$ cat src/design/ptrk_pkg.sv
`default_nettype none
package ptrk_pkg;

    // Axes that move, and the fixed number of axes carried on the ports
    localparam int AXES = 3;
    localparam int NAX  = 3;
    localparam int IW   = 2;

    // Working vector width for the norm limiter
    localparam int VW = 50;

    // Longest elapsed time taken as a valid step (0.2 s in Q16.16)
    localparam logic [31:0] DT_MAX = 32'd13107;

    // Stream word widths
    localparam int S_DATA_W = 248;
    localparam int M_DATA_W = 216;

    // Register indexes
    localparam logic [2:0] REG_MAX_SPEED = 3'd0;
    localparam logic [2:0] REG_MAX_ACCEL = 3'd1;
    localparam logic [2:0] REG_GAIN      = 3'd2;
    localparam logic [2:0] REG_TIMEOUT   = 3'd3;
    localparam logic [2:0] REG_DSTEP     = 3'd4;
    localparam logic [2:0] REG_START_X   = 3'd5;
    localparam logic [2:0] REG_START_Y   = 3'd6;
    localparam logic [2:0] REG_START_Z   = 3'd7;

    // Item kinds
    localparam logic OP_COMMAND = 1'b0;
    localparam logic OP_TICK    = 1'b1;

    // Multiplier operand selection
    typedef enum logic [2:0] {
        MOP_ACC,
        MOP_GAIN,
        MOP_SQ,
        MOP_SCALE,
        MOP_VDT
    } t_mop;

    // Norm limit source
    typedef enum logic {
        LIM_SPEED,
        LIM_ACCEL
    } t_lsrc;

    typedef struct packed {
        logic          take;
        logic          set_fresh;
        logic          clr_v;
        logic          mop_en;
        t_mop          mop;
        logic [IW-1:0] idx;
        logic          ld_alim;
        logic          ld_d;
        logic          ld_lim;
        t_lsrc         lsrc;
        logic          mag;
        logic          shr;
        logic          acc_sq;
        logic          rt_init;
        logic          rt_step;
        logic          div_init;
        logic          div_step;
        logic          ld_q;
        logic          form_dv;
        logic          form_nv;
        logic          ld_vel;
        logic          ld_pos;
        logic          ld_out;
    } t_cmd;

    typedef struct packed {
        logic go;
        logic big;
        logic skip;
    } t_stat;

endpackage
`default_nettype wire

$ cat src/design/ptrk_ctrl.sv
`default_nettype none
module ptrk_ctrl
    import ptrk_pkg::*;
(
    input  wire logic  i_clk,
    input  wire logic  i_rst_n,
    input  wire logic  i_s_tvalid,
    input  wire logic  i_opcode,
    output logic       o_s_tready,
    input  wire logic  i_m_tready,
    output logic       o_m_tvalid,
    input  wire t_stat i_stat,
    output t_cmd       o_cmd
);

    typedef enum logic [4:0] {
        S_IDLE, S_CHECK,
        S_ACC_I, S_ACC_W, S_ACC_U,
        S_D_I, S_D_W, S_D_U,
        S_LMAG, S_LSHR,
        S_SQ_I, S_SQ_W, S_SQ_U,
        S_RT_INIT, S_RT, S_LCHK,
        S_SC_I, S_SC_W, S_SC_U, S_DIV, S_DIV_U,
        S_LDONE,
        S_P_I, S_P_W, S_P_U,
        S_OUT
    } t_state;

    typedef enum logic [1:0] {
        PH_D,
        PH_DV,
        PH_NV
    } t_phase;

    localparam logic [IW-1:0] LAST_IDX = IW'(AXES - 1);
    localparam logic [5:0]    RT_LAST  = 6'd31;
    localparam logic [5:0]    DIV_LAST = 6'd30;

    t_state        r_state, n_state;
    t_phase        r_phase, n_phase;
    logic [IW-1:0] r_idx, n_idx;
    logic [5:0]    r_cnt, n_cnt;
    logic          r_m_tvalid, n_m_tvalid;
    logic          accept, last;

    assign o_s_tready = (r_state == S_IDLE);
    assign accept     = i_s_tvalid && o_s_tready;
    assign last       = (r_idx == LAST_IDX);
    assign o_m_tvalid = r_m_tvalid;

    // Sequence the tick computation
    always_comb begin
        n_state = r_state;
        n_phase = r_phase;
        n_idx   = r_idx;
        n_cnt   = r_cnt;
        o_cmd   = '0;
        o_cmd.idx  = r_idx;
        o_cmd.mop  = MOP_ACC;
        o_cmd.lsrc = LIM_SPEED;

        case (r_state)
            S_IDLE: begin
                o_cmd.take = accept;
                if (accept && i_opcode == OP_TICK) begin
                    n_state = S_CHECK;
                end
            end
            S_CHECK: begin
                o_cmd.set_fresh = 1'b1;
                o_cmd.clr_v     = 1'b1;
                n_state = i_stat.go ? S_ACC_I : S_OUT;
            end
            S_ACC_I: begin
                o_cmd.mop_en = 1'b1;
                o_cmd.mop    = MOP_ACC;
                n_state = S_ACC_W;
            end
            S_ACC_W: n_state = S_ACC_U;
            S_ACC_U: begin
                o_cmd.ld_alim = 1'b1;
                n_idx   = '0;
                n_state = S_D_I;
            end
            S_D_I: begin
                o_cmd.mop_en = 1'b1;
                o_cmd.mop    = MOP_GAIN;
                n_state = S_D_W;
            end
            S_D_W: n_state = S_D_U;
            S_D_U: begin
                o_cmd.ld_d = 1'b1;
                if (last) begin
                    o_cmd.ld_lim = 1'b1;
                    o_cmd.lsrc   = LIM_SPEED;
                    n_phase = PH_D;
                    n_state = S_LMAG;
                end else begin
                    n_idx   = r_idx + 1'b1;
                    n_state = S_D_I;
                end
            end
            S_LMAG: begin
                o_cmd.mag = 1'b1;
                n_state = S_LSHR;
            end
            S_LSHR: begin
                if (i_stat.big) begin
                    o_cmd.shr = 1'b1;
                end else begin
                    n_idx   = '0;
                    n_state = S_SQ_I;
                end
            end
            S_SQ_I: begin
                o_cmd.mop_en = 1'b1;
                o_cmd.mop    = MOP_SQ;
                n_state = S_SQ_W;
            end
            S_SQ_W: n_state = S_SQ_U;
            S_SQ_U: begin
                o_cmd.acc_sq = 1'b1;
                if (last) begin
                    n_state = S_RT_INIT;
                end else begin
                    n_idx   = r_idx + 1'b1;
                    n_state = S_SQ_I;
                end
            end
            S_RT_INIT: begin
                o_cmd.rt_init = 1'b1;
                n_cnt   = '0;
                n_state = S_RT;
            end
            S_RT: begin
                o_cmd.rt_step = 1'b1;
                n_cnt = r_cnt + 1'b1;
                if (r_cnt == RT_LAST) begin
                    n_state = S_LCHK;
                end
            end
            S_LCHK: begin
                n_idx   = '0;
                n_state = i_stat.skip ? S_LDONE : S_SC_I;
            end
            S_SC_I: begin
                o_cmd.mop_en = 1'b1;
                o_cmd.mop    = MOP_SCALE;
                n_state = S_SC_W;
            end
            S_SC_W: n_state = S_SC_U;
            S_SC_U: begin
                o_cmd.div_init = 1'b1;
                n_cnt   = '0;
                n_state = S_DIV;
            end
            S_DIV: begin
                o_cmd.div_step = 1'b1;
                n_cnt = r_cnt + 1'b1;
                if (r_cnt == DIV_LAST) begin
                    n_state = S_DIV_U;
                end
            end
            S_DIV_U: begin
                o_cmd.ld_q = 1'b1;
                if (last) begin
                    n_state = S_LDONE;
                end else begin
                    n_idx   = r_idx + 1'b1;
                    n_state = S_SC_I;
                end
            end
            S_LDONE: begin
                case (r_phase)
                    PH_D: begin
                        o_cmd.form_dv = 1'b1;
                        o_cmd.ld_lim  = 1'b1;
                        o_cmd.lsrc    = LIM_ACCEL;
                        n_phase = PH_DV;
                        n_state = S_LMAG;
                    end
                    PH_DV: begin
                        o_cmd.form_nv = 1'b1;
                        o_cmd.ld_lim  = 1'b1;
                        o_cmd.lsrc    = LIM_SPEED;
                        n_phase = PH_NV;
                        n_state = S_LMAG;
                    end
                    default: begin
                        o_cmd.ld_vel = 1'b1;
                        n_idx   = '0;
                        n_state = S_P_I;
                    end
                endcase
            end
            S_P_I: begin
                o_cmd.mop_en = 1'b1;
                o_cmd.mop    = MOP_VDT;
                n_state = S_P_W;
            end
            S_P_W: n_state = S_P_U;
            S_P_U: begin
                o_cmd.ld_pos = 1'b1;
                if (last) begin
                    n_state = S_OUT;
                end else begin
                    n_idx   = r_idx + 1'b1;
                    n_state = S_P_I;
                end
            end
            S_OUT: begin
                if (!r_m_tvalid || i_m_tready) begin
                    o_cmd.ld_out = 1'b1;
                    n_state = S_IDLE;
                end
            end
            default: n_state = S_IDLE;
        endcase
    end

    // Hold the result word until taken
    always_comb begin
        if (o_cmd.ld_out) begin
            n_m_tvalid = 1'b1;
        end else if (i_m_tready) begin
            n_m_tvalid = 1'b0;
        end else begin
            n_m_tvalid = r_m_tvalid;
        end
    end

    always_ff @(posedge i_clk) begin
        if (!i_rst_n) begin
            r_state    <= S_IDLE;
            r_phase    <= PH_D;
            r_idx      <= '0;
            r_cnt      <= '0;
            r_m_tvalid <= 1'b0;
        end else begin
            r_state    <= n_state;
            r_phase    <= n_phase;
            r_idx      <= n_idx;
            r_cnt      <= n_cnt;
            r_m_tvalid <= n_m_tvalid;
        end
    end

    // An accepted tick blocks intake until its word is loaded
    a_tick_blocks: assert property (@(posedge i_clk) disable iff (!i_rst_n)
        (accept && i_opcode == OP_TICK) |=> !o_s_tready)
        else $error("intake open during tick");

    // Axis counter stays within the moving axes
    a_idx_range: assert property (@(posedge i_clk) disable iff (!i_rst_n)
        r_idx <= LAST_IDX)
        else $error("axis index out of range");

    // A new result appears only from the output step
    a_valid_src: assert property (@(posedge i_clk) disable iff (!i_rst_n)
        (!r_m_tvalid ##1 r_m_tvalid) |-> $past(r_state) == S_OUT)
        else $error("result valid without output step");

endmodule
`default_nettype wire

$ cat config.mk
export PLATFORM = sky130hd
export DESIGN_NAME = ptrk_ctrl
export DESIGN_NICKNAME = d
export VERILOG_FILES = /design/src/design/ptrk_pkg.sv /design/src/design/ptrk_ctrl.sv
export SDC_FILE = /design/constraint.sdc
export NUM_CORES = 1
export LEC_CHECK = 0
export ABC_AREA = 1
export BUFFER_PORTS_ARGS = -buffer_cell sky130_fd_sc_hd__buf_4
export CAP_MARGIN = 5
export CORE_UTILIZATION = 37
export CTS_CLUSTER_SIZE = 20
export DETAILED_ROUTE_END_ITERATION = 8
export GPL_ROUTABILITY_DRIVEN = 0
export PLACE_DENSITY = 0.66
export SYNTH_ARGS = -nofsm -noshare
export SYNTH_HDL_FRONTEND = slang
export SYNTH_SLANG_ARGS = --single-unit
$ cat constraint.sdc
create_clock -name i_clk -period 1.35 [get_ports i_clk]
set_input_delay 0.135 -clock i_clk [delete_from_list [all_inputs] [get_ports i_clk]]
set_output_delay 0.135 -clock i_clk [all_outputs]
set_load 0.02 [all_outputs]
== Word-level counts from Yosys, hierarchy flattened ==
Index checks and enable logic that the tools add are counted.
Widths: inputs -> output; s select.

* Bits of input ports: 8
* Output and inout bits: 28
* Bits in registers: 16
* Word-level logic and storage cells: 110

* Reduce and logical (&&, ||, !) cells: 18
* Multiplexer cells: 47
* Equal/unequal tests: 38
* Add/sub/neg operators: 2

{| class="wikitable"
|+ Operator list
! operator !! count
|-
| $pmux 5 s26 || 1
|-
| $eq 5x5->1 const B || 10
|-
| $eq 5x4->1 const B || 8
|-
| $mux 5 || 7
|-
| $eq 5x3->1 const B || 4
|-
| $mux 1 || 20
|-
| $pmux 4 s5 || 1
|-
| $pmux 2 s2 || 4
|-
| $ne 2x2->1 const B || 7
|-
| $eq 6x5->1 const B || 2
|-
| $mux 2 || 6
|-
| $mux 3 || 4
|-
| $pmux 6 s2 || 1
|-
| $eq 5x2->1 const B || 2
|-
| $mux 4 || 2
|-
| $pmux 2 s4 || 1
|-
| $reduce_or 2->1 || 4
|-
| $add 6x1->6 const B || 1
|-
| $reduce_bool 2->1 || 3
|-
| $eq 5x1->1 const B || 1
|-
| $logic_not 5->1 || 1
|-
| $reduce_and 5->1 || 1
|-
| $reduce_and 4->1 || 1
|-
| $reduce_bool 4->1 || 1
|-
| other kinds (11) || 12
|}

== Logic depth before layout (Yosys ltp) ==
Gate-level depths: netlist of run 1.

* Word-level depth: 5
* Depth in mapped cells: 12
* Depth with buffers taken out: 11

== Worst setup path before layout of run 1 ==
OpenSTA, ideal clock, no wires.

* Path kind: register -> register
* Start: register r_state[3]
* End: register r_phase[0]
* Cell stages (with the launch flop): 10
* Path slack: -0.227 ns
* Data required time: 1.291 ns
* Buffers on the path: 1
* Arrival: 1.519 ns
* Period minus slack after synthesis: 1.577 ns
* Setup time: 0.059 ns
* Cells stage by stage: dfxtp_1 buf_4 inv_2 nand2_1 nor2_1 inv_2 nor2_2 inv_2 nor2_1 o21a_1

* Cells in the longest elaborated chain, start to end: 3
* Elaborated cells on any way between the ends: 7
* Those cells by class: eq/ne: 4; mux: 1; reduce/logical: 2

{| class="wikitable"
|+ Ends and longest elaborated chain
! element !! RTL line !! RTL
|-
| from (decl) || ptrk_ctrl.sv:39 || <nowiki>t_state r_state, n_state;</nowiki>
|-
| from (signal assigned) || ptrk_ctrl.sv:240 || <nowiki>r_state <= n_state;</nowiki>
|-
| $eq 5x5->1 or $eq 5x3->1 (tied branches) || ptrk_ctrl.sv:62 || <nowiki>case (r_state)</nowiki>
|-
| $ne 3x1->1 (no line), or another cell as far along || - ||
|-
| $reduce_and 3->1 (no line) || - ||
|-
| to (signal assigned) || ptrk_ctrl.sv:241 || <nowiki>r_phase <= n_phase;</nowiki>
|-
| to (decl) || ptrk_ctrl.sv:40 || <nowiki>t_phase r_phase, n_phase;</nowiki>
|}

Parallel ways exist; a longest one is shown, timed or not.
A chain may end at the register's enable or synchronous reset.

== Worst setup path after layout of run 1 ==
* Start: register r_state[3]
* End: register r_state[0]

* Cells in the longest elaborated chain, start to end: 5
* Elaborated cells on any way between the ends: 35
* Those cells by class: eq/ne: 30; mux: 1; reduce/logical: 4

{| class="wikitable"
|+ Ends and longest elaborated chain
! element !! RTL line !! RTL
|-
| $logic_not 5->1 || ptrk_ctrl.sv:46, ptrk_ctrl.sv:62 ||
|-
| $logic_and 1x1->1 || ptrk_ctrl.sv:47 || <nowiki>assign accept = i_s_tvalid && o_s_tready;</nowiki>
|-
| $logic_and 1x1->1 || ptrk_ctrl.sv:65 || <nowiki>if (accept && i_opcode == OP_TICK) begin</nowiki>
|-
| $ne 2x1->1 (no line) || - ||
|-
| $reduce_and 5->1 (no line) || - ||
|}

Parallel ways exist; a longest one is shown, timed or not.

==> results of run 1 <==
## layout by cell type (no fill, tap or decap), types with 2 or more instances in the layout
cell type / synthesis / final
o21ai_1: 1 / 3
nand3_2: 2 / 10
nor2_4: 2 / 20
nand3b_1: 3 / 3
buf_4: 5 / 79
nand2_2: 2 / 12
nand3_1: 35 / 21
buf_12: 0 / 3
inv_2: 6 / 16
inv_1: 38 / 19
o21ai_0: 7 / 3
buf_6: 0 / 48
nor2_2: 7 / 8
dfxtp_1: 16 / 10
clkinv_8: 0 / 2
a21oi_2: 0 / 8
inv_6: 0 / 2
ha_1: 3 / 3
nand2_4: 0 / 7
nor2_1: 45 / 26
nand2_8: 0 / 2
o21ai_2: 0 / 2
a21oi_1: 15 / 6
nand2_1: 58 / 39
clkbuf_8: 0 / 3
nand4_1: 3 / 3
nand3_4: 0 / 6
inv_4: 0 / 4
dfxtp_4: 0 / 5
## flip-flops by register name (all words and copies together), names as in the netlist
name        flops
r_cnt           6
r_phase         2
r_state         5
o_m_tvalid      1
r_idx           2
## cells by family after synthesis
logic type	after synthesis
flip-flops	16
AND/OR/NAND/NOR	162
buffers and inverters	53
AO/OA/AOI/OAI	27
adder cells (fa/ha/maj)	3
## per-layer routing
layer  track usage (%)  vias up  routed length [um]
met5                 0        -                   0
met4              16.4        0                 678
met3              2.99       82                 677
li1                  -     1079                   -
met2              47.7      180                3830
met1              31.3     1111                2740
## per-stage QoR
stage,cells,area [um^2],setup WS [ns]
floorplan,261,1550,-0.0246
finish,434,3200,-0.332
CTS,407,2740,-0.240
detailed placement,387,2210,-0.280
global placement,387,2210,-0.310
global route,434,3200,-0.434
## final timing paths
kind / start / endpoint
worst max-delay path: r_state[3]$_SDFFE_PN0P_ / r_state[0]$_SDFFE_PN0P_
worst min-delay path: i_rst_n / r_phase[0]$_SDFFE_PN0P_
worst max register to register: r_state[3]$_SDFFE_PN0P_ / r_state[0]$_SDFFE_PN0P_
worst min register to register: r_cnt[5]$_SDFFE_PN0P_ / r_cnt[5]$_SDFFE_PN0P_
## layout make-up
| cell class | count | share of cell area (%) |
|---|---|---|
| timing repair buffer | 130 | 37.3 |
| clock buffer | 4 | 1.41 |
| sequential | 16 | 10.6 |
| tap | 48 | 1.88 |
| multi-input combinational | 192 | 42.0 |
| inverter | 44 | 6.80 |
## worst max-delay path, cell delays in order, from the launching register on
cell	delay, ns
dfxtp_4	0.37
buf_6	0.12
clkinv_8	0.07
nand2_8	0.08
nor2_4	0.05
buf_4	0.13
buf_4	0.13
nand3_1	0.08
nand2_1	0.09
nor2_2	0.19
nand3_1	0.11
nand2_1	0.08
a21oi_2	0.05
## power breakdown
group | internal [uW] | switching [uW]
sequential | 531 | 124
clock | 209 | 169
combinational | 1180 | 1470
total | 1920 | 1760
## repair_timing
| action | 4_1_cts | 5_1_grt |
|---|---|---|
| gates resized for setup | 102 | 72 |
| endpoints found under the setup margin | 40 | 40 |
| pin swaps | 21 | 27 |
| setup buffers | 16 | 27 |
==> impl_results.md, run 1 <==
* Combinational family with the most area after synthesis: simple AND/OR/NAND/NOR gates
* Starting density of the core at 39.2%
* Pleak at 0.00155 uW
* CTS max path bufs at 2
* First-pass GRT wire length at 8.83 mm
* Post-Synth XOR/XNOR Area at 0%
* Fin nets at 398
* Fin util at 86.2%
* Clock latency on the worst-skew pair at 0.25 ns
* Synth Area in Compound Gates at 9.80%
* Fillers at 185
* RSZ-0062 raised after global routing: yes
* Register Area at 340 um^2
* Top cell type by total area after synthesis: dfxtp_1
* Main area contributors after synthesis: dfxtp_1 (22%), nand2_1 (15%), nand3_1 (12%)
* Worst-path fanout max at 5
* Power per cell area at 1150 nW/um^2
* Netlist cell types at 28
* CTS Buf Count at 3
* Area growth from synthesis to layout at 120%
* Clock slew at reported path FFs at 0.07 ns
* Status: complete, but fails checks
* CTS tree: built
* Final worst slack at -0.332 ns
* Count leader, synth: nand2_1
* Final Hold Fails at 0
* Failing checks: setup timing
* Primary FF master, synth: dfxtp_1
* FF-to-FF path depth at 12
* Syn avg cell area at 5.58 um^2
* Antenna-violating nets left at 0
* All-Layer GR Usage at 27.2%
* Post-synthesis mux area share at 0%
* Synth Instances at 261
* Tightest Pin Transition at 0.332 ns
* # setup viols final at 40
* Sequential share of the synthesized area at 22.0%
* Largest net degree at the start of global routing at 15
* Port Buf Inserts at 35
* Vias in the first global route at 1,986
* Drt pass-1 iters at 6
* EDFF count, synth at 0
* Setup_tns at -9.46 ns
* Via count at 2,452
* Post-Synthesis Cell Area at 1460 um^2
* Row count at 22
* Die width at 64.7 um
* Startpoint Class: flip-flop
* Max Cap Violations at 0
* Synth Area in Adders at 2.58%
* Root Buffer: clkbuf_8
* Share of the synthesized area in the top cell type at 22.0%
* Antenna violations before repair at 0
* Achievable Freq at 595 MHz
* Clk sink count at 16
* Share of layout cells above drive strength 1 at 62.7%
* # DRC at 0
* Via-per-instance ratio at 5.65
* Diode count at 0
* Headroom to the max-slew limit at 77.7%
* Max-slew violation count at 0
* WL per Instance at 18.3 um
* Yosys warnings at 0
* Die Area at 4190 um^2
* Worst vdd ir at 0.000648 V
* Ports at 36
* Synth Area in Simple Gates at 50.4%
* Max H-tree Level at 1
* Min cycle time layout at 1.68 ns
* Worst Path Required at 1.48 ns
* CORE AREA at 3720 um^2
* Total gr overflow at 0
* Ys async rst share at 0%
* Seq cells post-synth at 16
* Critical Path End Type: flip-flop
* Clk_skew at 0.00286 ns
* Final wirelength at 7.92 mm
* Final period utilization at 125%
* Die height at 64.7 um
* Initial DRC Count at 226
* WP data arrival at 1.82 ns
* Final hold slack at 0.109 ns
* Critical path class: reg2reg
* Power, Total at 3680 uW
* DPL Wire Length at 3.62 mm
* Synth top cells by count: nand2_1 (58), nor2_1 (45), inv_1 (38)
* Post-Syn Nets at 272
* Post-CTS Hold Buffers at 0
* Reg2Reg Setup Slack at -0.33 ns
* Worst hold stages at 2
* Area of the multi-input gates at 1350 um^2
* Hold crit path type: in2reg
Note: power is estimated with default switching activity, not from simulation.
==> run 2: changes to the inputs <==
--- a/config.mk
+++ b/config.mk
@@ -12,7 +12,9 @@
 export CTS_CLUSTER_SIZE = 20
 export DETAILED_ROUTE_END_ITERATION = 8
 export GPL_ROUTABILITY_DRIVEN = 0
+export HOLD_SLACK_MARGIN = 0.05
 export PLACE_DENSITY = 0.66
+export SETUP_SLACK_MARGIN = 0.05
 export SYNTH_ARGS = -nofsm -noshare
 export SYNTH_HDL_FRONTEND = slang
 export SYNTH_SLANG_ARGS = --single-unit
==> constraint.sdc (replaced) <==
create_clock -name i_clk -period 1.35 [get_ports i_clk]
set_input_delay 0.135 -clock i_clk [delete_from_list [all_inputs] [get_ports i_clk]]
set_output_delay 0.135 -clock i_clk [all_outputs]
set_load 0.01 [all_outputs]
==> impl_results.md, run 2 (synthesis results as in run 1) <==
* Final wirelength at 6.64 mm
* Combinational share of power at 69.8%
* Final Instance Count excl. Fillers at 425
* Max H-tree Level at 1
* Largest Register: r_cnt
* Antenna-violating nets left at 0
* Setup WS pre-CTS at -0.219 ns
* Area growth from synthesis to layout at 107%
* P_int at 1810 uW
* Worst-path fanout max at 6
* Hold crit path type: in2reg
* Critical Path End Type: primary output
* CTS Buf Count at 3
* Sw Pwr at 1470 uW
* RSZ-0062 raised after global routing: yes
* Via-per-instance ratio at 5.43
* Final period utilization at 124%
* Max FFs per register at 6
* Diode count at 0
* Clk sink count at 16
* CTS max path bufs at 2
* Min cycle time layout at 1.68 ns
* Failing checks: setup timing
* Most common cell after layout, fill and taps aside: buf_4
* R2r startpoint: r_state[0]$_SDFFE_PN0P_
* Achievable Freq at 596 MHz
* Fillers at 241
* WP data arrival at 1.54 ns
* Largest net degree at the start of global routing at 13
* Vias in the first global route at 1,991
* Initial DRC Count at 173
* Sw Share at 44.7%
* Max Cap Violations at 0
* Critical path class: reg2out
* Worst vdd ir at 0.000896 V
* Drt pass-1 iters at 7
* # DRC at 0
* Ports at 36
* WL per Instance at 15.6 um
* Final Hold Fails at 0
* Fin nets at 389
* Clock share of power at 11.4%
* Clock latency on the worst-skew pair at 0.25 ns
* DPL Wire Length at 3.79 mm
* First-pass GRT wire length at 8.80 mm
* Die height at 64.7 um
* Total gr overflow at 0
* Max-slew violation count at 0
* Row count at 22
* Die width at 64.7 um
* Commonest non-fill, non-tap cells in the layout: buf_4 (82), nand2_1 (40), buf_6 (36), nor2_1 (29), nand3_1 (25)
* Share of layout cells above drive strength 1 at 59.7%
* R2R Path End: r_state[2]$_SDFFE_PN0P_
* CTS tree: built
* Worst setup path end: o_cmd[16]
* Reg2Reg Setup Slack at -0.27 ns
* Starting density of the core at 39.2%
* Final worst slack at -0.327 ns
* Pleak at 0.00149 uW
* FF-to-FF path depth at 11
* All-Layer GR Usage at 27.1%
* Tightest Pin Transition at 0.392 ns
* Die Area at 4190 um^2
* Worst Path Required at 1.22 ns
* Headroom to the max-slew limit at 73.8%
* # setup viols final at 39
* Post-Place Cells at 394
* Via count at 2,306
* CORE AREA at 3720 um^2
* Clk_skew at 0.00122 ns
* Worst Setup SP: r_state[0]$_SDFFE_PN0P_
* Clock slew at reported path FFs at 0.06 ns
* Startpoint Class: flip-flop
* Root Buffer: clkbuf_8
* Status: complete, but fails checks
* Port Buf Inserts at 35
* Antenna violations before repair at 0
* Largest regs: r_cnt (6), r_state (5)
* Power per cell area at 1090 nW/um^2
* Seq pwr share at 18.8%
[run 2: cell count changes in the layout (fill, tap and decap cells not counted), moves of 2 or more]
cell and delta:
nor2_1 +3, nand3_1 +4, nor2_4 -2, buf_6 -12, nand3_2 -3, buf_4 +3, o21ai_2 +2, dfxtp_4 -2
o21ai_0 -3, clkinv_8 -2, dfxtp_2 +2, inv_1 +2
[run 2: metal layers]
metal / global-route usage (%) / vias to the layer above / part of all wire, %
li1: - / 1062 / -
met1: 30.4 / 1026 / 36
met2: 48.7 / 157 / 50
met3: 3.35 / 61 / 7.7
met4: 15.3 / 0 / 6.9
met5: 0 / - / 0
[run 2: stage by stage]
| stage | hold slack, ns | TNS (ns) | power, uW | util [%] | area (um^2) |
|---|---|---|---|---|---|
| floorplan | 0.252 | 0 | 1470 | - | 1580 |
| global placement | 0.362 | -2.11 | 2150 | 61.9 | 2300 |
| detailed placement | 0.367 | -3.05 | 2170 | 61.9 | 2300 |
| CTS | 0.105 | -5.97 | 2900 | 73.0 | 2710 |
| global route | 0.125 | -10.44 | 3460 | 81.2 | 3020 |
| finish | 0.114 | -7.98 | 3280 | 81.2 | 3020 |
[run 2: worst min path at each step]
| stage | cells after the start | end | slack (ns) | start |
|---|---|---|---|---|
| 3_5_place_dp | 2 | r_phase[0]$_SDFFE_PN0P_ | 0.37 | i_rst_n |
| 2_1_floorplan | 1 | r_phase[0]$_SDFFE_PN0P_ | 0.25 | i_rst_n |
| 6_report | 2 | r_phase[0]$_SDFFE_PN0P_ | 0.11 | i_rst_n |
| 3_3_place_gp | 2 | r_phase[0]$_SDFFE_PN0P_ | 0.36 | i_rst_n |
| 4_1_cts | 2 | r_phase[0]$_SDFFE_PN0P_ | 0.11 | i_rst_n |
| 5_1_grt | 2 | r_phase[0]$_SDFFE_PN0P_ | 0.12 | i_rst_n |
[run 2: worst max-delay path, stage by stage (launching register included)]
cell and delay [ns]:
dfxtp_4 0.37, buf_6 0.12, nor2_4 0.21, buf_4 0.16, nand3_2 0.13, buf_6 0.15
inv_2 0.04, buf_6 0.09
[run 2: power groups by stage]
stage,Sequential [uW],Combinational (uW),Clock (uW)
floorplan,538,928,0
global placement,586,1570,0
detailed placement,590,1580,0
CTS,591,1930,380
global route,614,2440,408
finish,618,2290,374
[run 2: layout make-up]
class                      count  area (um^2)  share of cell area, %
sequential                    16          335                   11.1
tap                           48         60.1                   1.99
timing repair buffer         121         1080                   35.8
inverter                      44          190                   6.30
multi-input combinational    192         1310                   43.3
clock buffer                   4         45.0                   1.49
[run 2: timing repair]
item                                    CTS  global route
hold buffers                              0             0
endpoints found under the setup margin   40            40
buffers inserted                         17            10
resized for setup                        75            55
gates cloned                              0             0
pin swaps                                21            22
==> run 3: changes to the inputs <==
--- a/config.mk
+++ b/config.mk
@@ -8,6 +8,7 @@
 export ABC_AREA = 1
 export BUFFER_PORTS_ARGS = -buffer_cell sky130_fd_sc_hd__buf_4
 export CAP_MARGIN = 5
+export CORE_MARGIN = 2
 export CORE_UTILIZATION = 37
 export CTS_CLUSTER_SIZE = 20
 export DETAILED_ROUTE_END_ITERATION = 8
==> constraint.sdc (replaced) <==
create_clock -name i_clk -period 1.35 [get_ports i_clk]
set_input_delay 0.27 -clock i_clk [delete_from_list [all_inputs] [get_ports i_clk]]
set_output_delay 0.27 -clock i_clk [all_outputs]
set_load 0.01 [all_outputs]
==> impl_results.md, run 3 (synthesis results as in run 1) <==
* Commonest non-fill, non-tap cells in the layout: buf_4 (86), buf_6 (45), nand2_1 (41), nor2_1 (30), inv_1 (20)
* Power per cell area at 1130 nW/um^2
* Initial DRC Count at 162
* Total gr overflow at 0
* CORE AREA at 3720 um^2
* DPL Wire Length at 3.82 mm
* Min cycle time layout at 1.75 ns
* Antenna violations before repair at 0
* Max-slew violation count at 0
* Die height at 66.7 um
* Status: complete, but fails checks
* Diode count at 0
* Area growth from synthesis to layout at 120%
* Hold crit path type: in2reg
* Largest Register: r_cnt
* Worst-path fanout max at 4
* Root Buffer: clkbuf_8
* Max H-tree Level at 1
* Setup_tns at -11.43 ns
* Drt pass-1 iters at 5
* Startpoint Class: flip-flop
* Post-CTS Hold Buffers at 0
* CTS max path bufs at 2
* DR WL met3 at 371 um
* Die Area at 4450 um^2
* RSZ-0062 raised after global routing: yes
* # DRC at 0
* Via count at 2,281
* Power, Total at 3620 uW
* # setup viols final at 41
* Via-per-instance ratio at 5.21
* Critical Path End Type: primary output
* Clock latency on the worst-skew pair at 0.25 ns
* R2R Path End: r_idx[1]$_SDFFE_PN0P_
* DR top layer: met4
* Max FFs per register at 6
* First-pass GRT wire length at 9.77 mm
* Critical path class: reg2out
* FF-to-FF path depth at 10
* Die width at 66.7 um
* CTS Buf Count at 3
* Most common cell after layout, fill and taps aside: buf_4
* R2r startpoint: r_state[0]$_SDFFE_PN0P_
* Vias in the first global route at 2,208
* Reg2Reg Setup Slack at -0.37 ns
* Antenna-violating nets left at 0
* Fin nets at 402
* Ports at 36
* Headroom to the max-slew limit at 76.0%
* Worst vdd ir at 0.000674 V
* Clk sink count at 16
* Worst hold endpoint: r_phase[0]$_SDFFE_PN0P_
* CTS tree: built
* All-Layer GR Usage at 29.0%
* Worst hold stages at 2
* Share of layout cells above drive strength 1 at 61.5%
* Port Buf Inserts at 35
* Failing checks: setup timing
* HP Start: i_rst_n
* Final period utilization at 130%
* Worst Path Required at 1.08 ns
* Starting density of the core at 39.2%
* WP data arrival at 1.48 ns
* Clock slew at reported path FFs at 0.06 ns
* Final Hold Fails at 0
* Final worst slack at -0.398 ns
* WL per Instance at 16.1 um
* Metal2 WL at 3.74 mm
* Tightest Pin Transition at 0.359 ns
* Largest regs: r_cnt (6), r_state (5)
* Largest net degree at the start of global routing at 10
* Clk_skew at 0.00204 ns
* Met1 wire length at 2.64 mm
* Max Cap Violations at 0
* Achievable Freq at 572 MHz
* Row count at 22
* Final wirelength at 7.07 mm
* Pleak at 0.00161 uW
run 3: changes by cell type in the layout (fill, tap and decap cells not counted), sizes merged:
cell,previous run,this run
buf,121,134
run 3: stage by stage:
step	utilization, %	worst slack [ns]	std cells	cell area, um^2	hold slack (ns)
global route	86.3	-0.487	438	3210	0.268
finish	86.3	-0.398	438	3210	0.251
floorplan	-	-0.0235	261	1530	0.388
global placement	61.1	-0.235	397	2270	0.458
detailed placement	61.1	-0.252	397	2270	0.462
CTS	76.3	-0.348	425	2830	0.244
run 3: critical path, stage by stage (launching register included):
cell and delay, ns:
dfxtp_4 0.37, inv_4 0.06, buf_6 0.10, nand3_4 0.07, nor2_4 0.11, inv_2 0.07, nor2_4 0.13, inv_2 0.09
nor2_4 0.12, buf_4 0.12
run 3: layout make-up:
class,instances,area [um^2]
multi-input combinational,192,1340
timing repair buffer,134,1210
fill,207,510
sequential,16,340
inverter,44,200
tap,48,60.1
clock buffer,4,55.1
run 3: what timing repair did:
item,4_1_cts,5_1_grt
pin swaps,27,31
setup endpoints to repair,40,41
resized for setup,100,67
setup buffers,25,14
run 3: metal layers:
metal	track usage, %	vias to the layer above
li1	-	1079
met4	11.7	0
met2	55.6	98
met1	32.1	1072
met5	0	-
met3	2.87	32
run 3: how the worst max path moves through the flow:
| stage | startpoint | end | slack [ns] | depth (start not counted) |
|---|---|---|---|---|
| 5_1_grt | r_state[1]$_SDFFE_PN0P_ | o_cmd[13] | -0.49 | 9 |
| 3_5_place_dp | r_state[1]$_SDFFE_PN0P_ | r_state[4]$_SDFFE_PN0P_ | -0.25 | 8 |
| 2_1_floorplan | r_state[1]$_SDFFE_PN0P_ | o_cmd[3] | -0.02 | 9 |
| 4_1_cts | r_state[1]$_SDFFE_PN0P_ | o_cmd[13] | -0.35 | 9 |
| 3_3_place_gp | r_state[1]$_SDFFE_PN0P_ | r_state[3]$_SDFFE_PN0P_ | -0.23 | 8 |
| 6_report | r_state[1]$_SDFFE_PN0P_ | o_cmd[13] | -0.40 | 9 |
run 3: power by group:
part / switching (uW) / leakage (uW) / internal (uW)
combinational: 1310 / 0.00144 / 1250
sequential: 101 / 0.000134 / 531
clock: 165 / 0.0000288 / 259
